$ cat config.mk
export PLATFORM = sky130hd
export DESIGN_NAME = multi_channel_task_watchdog_core
export DESIGN_NICKNAME = d
export VERILOG_FILES = /design/src/rtl/mctw_pkg.sv /design/src/rtl/mctw_ram.sv /design/src/rtl/multi_channel_task_watchdog_core.sv
export VERILOG_INCLUDE_DIRS = /design/src /design/src/rtl
export SDC_FILE = /design/constraint.sdc
export NUM_CORES = 1
export LEC_CHECK = 0
export ABC_AREA = 1
export BUFFER_PORTS_ARGS = -buffer_cell sky130_fd_sc_hd__buf_2
export CAP_MARGIN = 20
export CORE_UTILIZATION = 51
export DETAILED_ROUTE_END_ITERATION = 8
export PLACE_DENSITY = 0.73
export SLEW_MARGIN = 5
export SYNTH_ARGS = -nofsm -noshare
export SYNTH_HDL_FRONTEND = slang
export SYNTH_SLANG_ARGS = --single-unit
$ cat constraint.sdc
create_clock -name clk -period 5.8 [get_ports clk]
set_input_delay 0.58 -clock clk [delete_from_list [all_inputs] [get_ports clk]]
set_output_delay 0.58 -clock clk [all_outputs]
set_load 0.005 [all_outputs]
$ cat src/rtl/multi_channel_task_watchdog_core_macros.svh
// Assertion macros used by the watchdog core file.
`ifndef MULTI_CHANNEL_TASK_WATCHDOG_CORE_MACROS_SVH
`define MULTI_CHANNEL_TASK_WATCHDOG_CORE_MACROS_SVH

// Same-cycle implication, disabled during reset.
`define MCTW_ASSERT_SAME(label, clk, rst, ante, cons, msg) \
  label: assert property (@(posedge clk) disable iff (rst) (ante) |-> (cons)) \
    else $error(msg);

// Next-cycle implication, disabled during reset.
`define MCTW_ASSERT_NEXT(label, clk, rst, ante, cons, msg) \
  label: assert property (@(posedge clk) disable iff (rst) (ante) |=> (cons)) \
    else $error(msg);

`endif

$ cat src/rtl/mctw_pkg.sv
// Types and constants of the multi-channel task watchdog.
package mctw_pkg;

  localparam int NUM_CHANNELS = 8;
  localparam int ADDR_W       = (NUM_CHANNELS > 1) ? $clog2(NUM_CHANNELS) : 1;
  localparam int TIME_W       = 32;
  localparam int CNT_W        = 4;

  localparam logic [CNT_W-1:0]  CNT_MAX       = 4'd15;
  localparam logic [TIME_W-1:0] TIMEOUT_RESET = 32'd1000;
  localparam logic [ADDR_W-1:0] LAST_ADDR     = ADDR_W'(NUM_CHANNELS - 1);

  typedef enum logic [2:0] {
    ACT_CLEAR    = 3'd0,
    ACT_START    = 3'd1,
    ACT_FEED     = 3'd2,
    ACT_STOP     = 3'd3,
    ACT_CHECK    = 3'd4,
    ACT_BOOKKEEP = 3'd5
  } action_t;

  typedef enum logic [1:0] {
    S_IDLE,
    S_SCAN,
    S_WAIT,
    S_DONE
  } state_t;

  typedef struct packed {
    logic [2:0]        action;
    logic [2:0]        channel;
    logic [TIME_W-1:0] now_ms;
  } cmd_t;

  typedef struct packed {
    logic [CNT_W-1:0] expired_count;
    logic             panic;
    logic             refresh;
  } result_t;

endpackage

$ cat src/rtl/mctw_ram.sv
// Generic single-write, single-read RAM with registered read data.
module mctw_ram #(
  parameter int WIDTH = 32,
  parameter int DEPTH = 8,
  localparam int AW   = (DEPTH > 1) ? $clog2(DEPTH) : 1
) (
  input  logic             clk,
  input  logic             we,
  input  logic [AW-1:0]    waddr,
  input  logic [WIDTH-1:0] wdata,
  input  logic             re,
  input  logic [AW-1:0]    raddr,
  output logic [WIDTH-1:0] rdata
);

  logic [WIDTH-1:0] mem [DEPTH];

  // Write port
  always_ff @(posedge clk) begin
    if (we) begin
      mem[waddr] <= wdata;
    end
  end

  // Registered read port
  always_ff @(posedge clk) begin
    if (re) begin
      rdata <= mem[raddr];
    end
  end

endmodule

$ cat src/rtl/multi_channel_task_watchdog_core.sv
// Top level of the multi-channel task watchdog: channel flags, feed-time RAM, scan engine.
//
//   port group          dir  transfer when          contents
//   start/busy/cmd      in   start && !busy         action, channel, now_ms
//   done/result         out  done (one cycle)       expired_count, panic, refresh
//   cfg_we/cfg_wdata    in   cfg_we                 timeout_ms
//
// Clear all, start, feed and stop complete without raising busy.
// Check and bookkeep walk the feed-time RAM one channel per cycle: busy stays
// high through the scan, wait and done states, and done pulses in the cycle after
// the done state; the single RAM read port sets the one-channel rate.
// Reset (rst, synchronous) stops every channel and loads timeout_ms = 1000.
// Results cannot be stalled; each is shown for exactly one cycle.
`include "multi_channel_task_watchdog_core_macros.svh"

module multi_channel_task_watchdog_core (
  input  logic                          clk,
  input  logic                          rst,
  input  logic                          start,
  output logic                          busy,
  input  mctw_pkg::cmd_t                cmd,
  output logic                          done,
  output mctw_pkg::result_t             result,
  input  logic                          cfg_we,
  input  logic [mctw_pkg::TIME_W-1:0]   cfg_wdata
);

  mctw_pkg::state_t                  state;
  mctw_pkg::state_t                  state_next;
  mctw_pkg::action_t                 act;
  logic [mctw_pkg::TIME_W-1:0]       timeout;
  logic [mctw_pkg::NUM_CHANNELS-1:0] active;
  logic                              accept;
  logic                              ch_ok;
  logic [mctw_pkg::ADDR_W-1:0]       ch_addr;
  logic                              scan_go;
  logic                              wr_en;
  logic                              rd_en;
  logic [mctw_pkg::ADDR_W-1:0]       rd_idx;
  logic                              rd_vld;
  logic [mctw_pkg::ADDR_W-1:0]       rd_tag;
  logic [mctw_pkg::TIME_W-1:0]       rdata;
  logic [mctw_pkg::TIME_W-1:0]       now_q;
  logic [mctw_pkg::TIME_W-1:0]       elapsed;
  logic                              is_check;
  logic                              hit;
  logic [mctw_pkg::CNT_W-1:0]        cnt;

  // Decode the incoming command
  assign busy    = (state != mctw_pkg::S_IDLE);
  assign accept  = start && !busy;
  assign act     = mctw_pkg::action_t'(cmd.action);
  assign ch_ok   = (32'(cmd.channel) < 32'(mctw_pkg::NUM_CHANNELS));
  assign ch_addr = mctw_pkg::ADDR_W'(cmd.channel);
  assign scan_go = accept && (act inside {mctw_pkg::ACT_CHECK, mctw_pkg::ACT_BOOKKEEP});
  assign wr_en   = accept && ch_ok &&
                   (act inside {mctw_pkg::ACT_START, mctw_pkg::ACT_FEED});

  // Feed times; a stopped channel's time is read but never counted
  mctw_ram #(
    .WIDTH (mctw_pkg::TIME_W),
    .DEPTH (mctw_pkg::NUM_CHANNELS)
  ) u_feed_ram (
    .clk   (clk),
    .we    (wr_en),
    .waddr (ch_addr),
    .wdata (cmd.now_ms),
    .re    (rd_en),
    .raddr (rd_idx),
    .rdata (rdata)
  );

  // Compare the returned feed time against the timeout
  assign elapsed = now_q - rdata;
  assign hit     = rd_vld && active[rd_tag] && (elapsed > timeout);

  // Next state and read issue
  always_comb begin
    state_next = state;
    rd_en      = 1'b0;
    case (state)
      mctw_pkg::S_IDLE: begin
        if (scan_go) begin
          state_next = mctw_pkg::S_SCAN;
        end
      end
      mctw_pkg::S_SCAN: begin
        rd_en = 1'b1;
        if (rd_idx == mctw_pkg::LAST_ADDR) begin
          state_next = mctw_pkg::S_WAIT;
        end
      end
      mctw_pkg::S_WAIT: begin
        state_next = mctw_pkg::S_DONE;
      end
      mctw_pkg::S_DONE: begin
        state_next = mctw_pkg::S_IDLE;
      end
      default: begin
        state_next = mctw_pkg::S_IDLE;
      end
    endcase
  end

  // Control registers, channel flags and timeout
  always_ff @(posedge clk) begin
    if (rst) begin
      state   <= mctw_pkg::S_IDLE;
      rd_vld  <= 1'b0;
      done    <= 1'b0;
      timeout <= mctw_pkg::TIMEOUT_RESET;
      active  <= '0;
    end else begin
      state  <= state_next;
      rd_vld <= rd_en;
      done   <= (state == mctw_pkg::S_DONE);
      if (cfg_we) begin
        timeout <= cfg_wdata;
      end
      if (accept) begin
        case (act)
          mctw_pkg::ACT_CLEAR: begin
            active <= '0;
          end
          mctw_pkg::ACT_START: begin
            if (ch_ok) begin
              active[ch_addr] <= 1'b1;
            end
          end
          mctw_pkg::ACT_STOP: begin
            if (ch_ok) begin
              active[ch_addr] <= 1'b0;
            end
          end
          default: begin
          end
        endcase
      end
    end
  end

  // Scan payload: latch the command, advance the read index, count hits
  always_ff @(posedge clk) begin
    rd_tag <= rd_idx;
    if (scan_go) begin
      now_q    <= cmd.now_ms;
      is_check <= (act == mctw_pkg::ACT_CHECK);
      rd_idx   <= '0;
      cnt      <= '0;
    end else begin
      if (rd_en) begin
        rd_idx <= rd_idx + 1'b1;
      end
      if (hit && (cnt != mctw_pkg::CNT_MAX)) begin
        cnt <= cnt + 1'b1;
      end
    end
    if (state == mctw_pkg::S_DONE) begin
      result.expired_count <= cnt;
      result.panic         <= is_check && (cnt != '0);
      result.refresh       <= is_check && (cnt == '0);
    end
  end

  // Checks
  `MCTW_ASSERT_NEXT(a_scan_busy, clk, rst, scan_go, busy, "scan command did not raise busy")
  `MCTW_ASSERT_SAME(a_read_in_scan, clk, rst, rd_vld, busy, "read data returned outside a scan")
  `MCTW_ASSERT_NEXT(a_done_follows, clk, rst, state == mctw_pkg::S_DONE, done && !busy,
                    "result strobe missing after scan")
  `MCTW_ASSERT_SAME(a_flags_excl, clk, rst, done, !(result.panic && result.refresh) &&
                    (!result.panic || (result.expired_count != '0)),
                    "panic and refresh inconsistent with count")

endmodule

==> metrics.cfg, run 1 <==
[run_status]
status = completed

[yosys]
synth-seq-cells = 381
synth_top_area_cell = edfxtp_1
synth-edff-count = 327
synth_flop_cell = edfxtp_1
ys_types = 43
synth_fp_nets = 1709
ys_warn_count = 0
async_reset_ff_share_pct = 0
synth_common_cells = 327 x edfxtp_1, 290 x nor2_1, 182 x o21ai_0
yosysSeqAreaShare_pct = 64.1
avgSynthCellArea_sq_um = 10.9
synth_area_leaders = edfxtp_1 58%, nor2_1 6.4%, dfxtp_1 6.4%
synth_top_area_share_pct = 57.8
syn_area_sq_um = 17000
postSynthCellCount = 1562
yosysMostFrequentCell = edfxtp_1

[sta]
post-route-min-period_ns = 3.44
finalSetupViolCount = 0
rsz0062_at_grt = no
finalMaxSlewViolations = 0
hold_slack_ns = 0.274
fin_crit_sh_pct = 59.3
setup_tns_ns = 0
worst_pin_slew_ns = 1.00
fmax_mhz = 291
finClkSkew_ns = 0.0155
hold_viol = 0
max-slew-margin-rel_pct = 33.2

[global_routing]
antenna_found_initial = 1
grt_max_degree = 89
use_met1_pct = 29.5
grt_use_total_pct = 22.5
gr-total-overflow = 0
met3_usage_pct = 3.04
grt_pass1_wl_um = 58900
grt-busiest-layer = met2
grt_pass1_vias = 11296
grt_use_met2_pct = 37.5

[layout]
drive_gt1_share_pct = 11.1
regArea_sq_um = 10900
fin_util_pct = 58.3
layout.cells.non_filler = 2109
syn2layout_area_growth_pct = 12.2
fillers = 2690
multi_input_area_sq_um = 5410
final_nets = 1785

[detailed_routing]
ant_nets = 0
wirelength_um = 37600
drc = 0
drt_pass1_iterations = 5
first_iter_violations = 966
routed_via_density = 5.56
wire_per_inst_um = 17.8
via_count = 11722

[clocking]
post_cts_buffers = 0
clock-sinks = 381
cts-resized-gates = 0
cts_tree = built
clkTransAtPathRegs_ns = 0.07
cts_root_buffer = clkbuf_16
h-tree-depth = 2
cts_buffers = 39
cts_buffer_depth = 3
clk_latency_ns = 0.54
cts_hold_buf = 0

[die]
core_sq_um = 32700
rows = 66
start_util_pct = 52.0
pin_count = 82
fp.dieH_um = 185
die_x_um = 185
die_area_sq_um = 34100

[placed_design]
dpl.cell_count = 2038
port_buffers = 81
place_congestion = 0.919
hpwlAfterDp_um = 23800

[hold_path]
hp-class = input port to flop
hp-start = cfg_wdata[7]

[worst_setup_path]
crit_start = now_q[0]$_DFFE_PP_
r2r_slack_ns = 2.36
crit_type = flop to flop
cp.required_ns = 6.19
arrival_ns = 3.83
endpoint_kind = flop
timing.rr.start = now_q[0]$_DFFE_PP_
worstSetupStartpointType = flop
crit_fanout = 5

[power]
p_leak_uw = 0.00708
ir_drop_mv = 0.260
seq_power_share_pct = 40.2
swShare_pct = 35.2
p_sw_uw = 2970
internal-power_uw = 5480
pwr-share-comb_pct = 32.5
power.density_nw_per_um2 = 443
clockPowerShare_pct = 27.3

[run]
drv_cap = 0

per-layer routing:
layer  vias to the layer above  routed length, um
li1                       5655                  -
met1                      5626              16600
met2                       375              17900
met3                        66               2050
met4                         0               1020
met5                         -                  0
layout make-up:
type	instances	area share, %
repair buffers	96	2.82
diodes	1	0.0131
clock buffers	54	5.62
inverters	129	2.54
flip-flops and latches	381	57.2
clock inverters	15	0.505
well taps	442	2.90
multi-input cells	991	28.4
power by group through the flow:
stage	clock (uW)	combinational, uW	sequential, uW
global placement	0	2640	3440
floorplan	0	2070	3350
detailed placement	0	2720	3450
CTS	2330	2730	3400
finish	2300	2740	3400
global route	2440	3090	3420
cells in the final DEF, fill, tap and decap left out, types with 34 or more instances in the layout:
| cell | n |
|---|---|
| nor2_1 | 282 |
| clkbuf_16 | 39 |
| a21oi_1 | 99 |
| inv_1 | 126 |
| ha_1 | 71 |
| nand2_1 | 136 |
| buf_2 | 81 |
| dfxtp_1 | 52 |
| edfxtp_1 | 327 |
| o21ai_0 | 182 |
| a31oi_1 | 34 |
worst paths after layout:
path / cells past startpoint / end
worst max register to register: 21 / cnt[3]$_SDFFE_PP0P_
worst min-delay path: 3 / timeout[7]$_SDFFE_PP1P_
worst min register to register: 0 / rd_tag[2]$_DFF_P_
worst max-delay path: 21 / cnt[3]$_SDFFE_PP0P_
state kept, by name, summed over array words and instances (netlist names), 2 cells and up:
signal            flops
state                 2
rd_idx                3
u_feed_ram.mem      256
result                6
timeout              32
now_q                32
u_feed_ram.rdata     32
active                8
cnt                   4
rd_tag                3
kinds of logic (layout without fill, tap and decap cells):
| family | Yosys count | after routing | synth area share [%] |
|---|---|---|---|
| adders and majority gates | 73 | 73 | 5.42 |
| other | 0 | 1 | 0 |
| and+or+nand+nor | 502 | 502 | 12.1 |
| xor gates and xnor gates | 26 | 26 | 1.34 |
| buffers and inverters | 190 | 294 | 4.40 |
| AOI/OAI and AO/OA | 390 | 390 | 12.7 |
| DFF | 381 | 381 | 64.1 |
metrics by stage:
step | worst slack, ns | total power, uW | cell area (sq um)
after floorplan | 2.76 | 5420 | 17000
after global placement | 2.54 | 6080 | 17900
after detailed placement | 2.42 | 6170 | 17900
after CTS | 2.39 | 8460 | 19000
after global routing | 2.04 | 8950 | 19100
final | 2.36 | 8450 | 19100
worst max-delay path: stages (launching register included):
cell and delay, ns:
edfxtp_1 0.37, inv_1 0.06, ha_1 0.21, inv_1 0.07, fa_1 0.43, nand3_1 0.11
nand2_2 0.10, a21boi_4 0.21, o21ai_2 0.11, nand3_1 0.08, nand2_1 0.06, xor2_1 0.14
ha_1 0.28, nand2_1 0.09, nor3_1 0.25, nand3_1 0.16, inv_1 0.08, nand2_1 0.05
nand2_1 0.13, nand2_1 0.14, nand2_1 0.11, a21oi_1 0.06
Note: power is estimated with default switching activity, not from simulation.
==> run 2, diff against run 1 <==
Clock period 5.8 ns to 3.3 ns, I/O delays scaled along.
==> metrics.cfg, run 2 (synthesis results as in run 1) <==
[worst_setup_path]
endpoint_kind = flop  ; unchanged
crit_fanout = 4  ; was 5
max_stage_delay_ns = 0.35  ; was 0.43 ns
worstSetupStartpointType = flop  ; unchanged
cp_cell_sequence = inv_1, ha_2, inv_2, fa_2, nand3_2, nand2_2, a21boi_4, o21ai_2, nand3_2, nand3_2, nand2_1, nand2_2, ha_4, nand4_1, nor3_2, nand3_1, inv_1, nand2_1, nand2_2, buf_6, nand3_1, a21oi_1  ; was inv_1, ha_1, inv_1, fa_1, nand3_1, nand2_2, a21boi_4, o21ai_2, nand3_1, nand2_1, xor2_1, ha_1, nand2_1, nor3_1, nand3_1, inv_1, nand2_1, nand2_1, nand2_1, nand2_1, a21oi_1
cp.required_ns = 3.75  ; was 6.19 ns
critPathSlowestCell = edfxtp_1  ; was fa_1
arrival_ns = 3.66  ; was 3.83 ns
crit_type = flop to flop  ; unchanged
cpLargestDelayFamily = simple AND/OR/NAND/NOR gates  ; unchanged
worst-path-buf-inv = 4  ; was 3

[global_routing]
grt_max_degree = 101  ; was 89
gr-total-overflow = 0  ; unchanged
grt_use_total_pct = 23.3  ; was 22.5%
antenna_found_initial = 0  ; was 1
grt_pass1_vias = 11454  ; was 11296
grt_pass1_wl_um = 60400  ; was 58900 um

[detailed_routing]
via_count = 11843  ; was 11722
drt_pass1_iterations = 6  ; was 5
first_iter_violations = 938  ; was 966
wire_per_inst_um = 18.4  ; was 17.8 um
ant_nets = 0  ; unchanged
routed_via_density = 5.54  ; was 5.56
wirelength_um = 39300  ; was 37600 um
drc = 0  ; unchanged

[run]
drv_cap = 0  ; unchanged

[placed_design]
port_buffers = 81  ; unchanged
place_congestion = 0.970  ; was 0.919
hpwlAfterDp_um = 24900  ; was 23800 um

[power]
p_leak_uw = 0.00737  ; was 0.00708 uW
power.density_nw_per_um2 = 801  ; was 443 nW/um^2
ir_drop_mv = 0.394  ; was 0.260 mV

[layout]
fin_util_pct = 60.6  ; was 58.3%
drive_gt1_share_pct = 16.1  ; was 11.1%
layout_commonest_cell = edfxtp_1  ; unchanged
syn2layout_area_growth_pct = 16.5  ; was 12.2%
final_cell_mix = 327 x edfxtp_1, 276 x nor2_1, 176 x o21ai_0  ; was 327 x edfxtp_1, 282 x nor2_1, 182 x o21ai_0
top_register = u_feed_ram.mem  ; unchanged
antennaDiodeCount = 0  ; was 1
largest_reg_flops = 256  ; unchanged
final_nets = 1813  ; was 1785

[die]
start_util_pct = 52.0  ; unchanged
die_area_sq_um = 34100  ; unchanged
fp.dieH_um = 185  ; unchanged
core_sq_um = 32700  ; unchanged
pin_count = 82  ; unchanged
rows = 66  ; unchanged
die_x_um = 185  ; unchanged

[clocking]
cts_buffers = 39  ; unchanged
clock-sinks = 381  ; unchanged
cts_buffer_depth = 3  ; unchanged
cts_hold_buf = 0  ; unchanged
clkTransAtPathRegs_ns = 0.06  ; was 0.07 ns
cts_root_buffer = clkbuf_16  ; unchanged
h-tree-depth = 2  ; unchanged
clk_latency_ns = 0.54  ; about the same
cts_tree = built  ; unchanged

[sta]
finalMaxSlewViolations = 0  ; unchanged
fmax_mhz = 312  ; was 291 MHz
finClkSkew_ns = 0.0206  ; was 0.0155 ns
fin_crit_sh_pct = 97.1  ; was 59.3%
worst_pin_slew_ns = 0.769  ; was 1.00 ns
post-route-min-period_ns = 3.21  ; was 3.44 ns
hold_viol = 0  ; unchanged
rsz0062_at_grt = yes  ; was no
finalSetupViolCount = 0  ; unchanged
hold_slack_ns = 0.0275  ; was 0.274 ns
max-slew-margin-rel_pct = 48.6  ; was 33.2%

[run_status]
status = completed  ; unchanged

[hold_path]
hp-class = input port to flop  ; unchanged

==> run 2: worst reg2reg max path, cell delays in order, from the launching register on <==
cell,delay [ns]
edfxtp_1,0.35
inv_1,0.06
ha_2,0.17
inv_2,0.04
fa_2,0.34
nand3_2,0.07
nand2_2,0.09
a21boi_4,0.27
o21ai_2,0.11
nand3_2,0.09
nand3_2,0.06
nand2_1,0.08
nand2_2,0.08
ha_4,0.28
nand4_1,0.11
nor3_2,0.23
nand3_1,0.15
inv_1,0.08
nand2_1,0.06
nand2_2,0.11
buf_6,0.11
nand3_1,0.07
a21oi_1,0.13
==> run 2: area by class of cell <==
class / count / area [sq um]
fill: 2591 / 12900
clock buffer: 53 / 1100
sequential: 381 / 10900
tap: 442 / 553
clock inverter: 18 / 215
timing repair buffer: 124 / 840
inverter: 129 / 484
multi-input combinational: 991 / 5710
==> run 2: routing by layer <==
metal	GRT usage, %	part of all wire, %	routed length (um)	vias to the layer above
met5	0	0	0	-
met4	8.73	2.8	1120	0
met3	3.34	5.3	2070	60
met2	38.7	47	18600	388
met1	31.0	44	17500	5671
li1	-	-	-	5724
==> run 2: path summary, 6_finish.rpt <==
kind	endpoint	slack, ns	startpoint	cells after the start
hold / removal	timeout[7]$_SDFFE_PP1P_	0.03	cfg_wdata[7]	3
setup / recovery	cnt[0]$_SDFFE_PP0P_	0.09	now_q[0]$_DFFE_PP_	22
hold reg to reg	rd_tag[2]$_DFF_P_	0.39	rd_idx[2]$_SDFFE_PP0P_	0
setup reg to reg	cnt[0]$_SDFFE_PP0P_	0.09	now_q[0]$_DFFE_PP_	22
==> run 2: report_power, final <==
group	internal [uW]	total (uW)	leakage, uW	switching (uW)
Clock	2610	4440	0.000645	1830
Sequential	5690	5910	0.00340	217
Combinational	2010	5520	0.00332	3510
Total	10300	15900	0.00737	5550
==> run 2: stage by stage <==
step	cell area [sq um]	TNS (ns)	setup slack [ns]	power (uW)	std cells
floorplan	17000	0	0.260	9530	1562
global route	19800	-0.424	-0.119	16800	2138
finish	19800	0	0.0948	15900	2138
CTS	19500	0	0.0253	15600	2132
detailed placement	18100	-0.101	-0.0300	11100	2061
global placement	18100	0	0.0192	11000	2061
==> run 2: what timing repair did <==
item / in CTS / in global routing
setup buffers: 0 / 5
resized for setup: 3 / 69
pin swaps: 0 / 12
endpoints found under the setup margin: 4 / 4
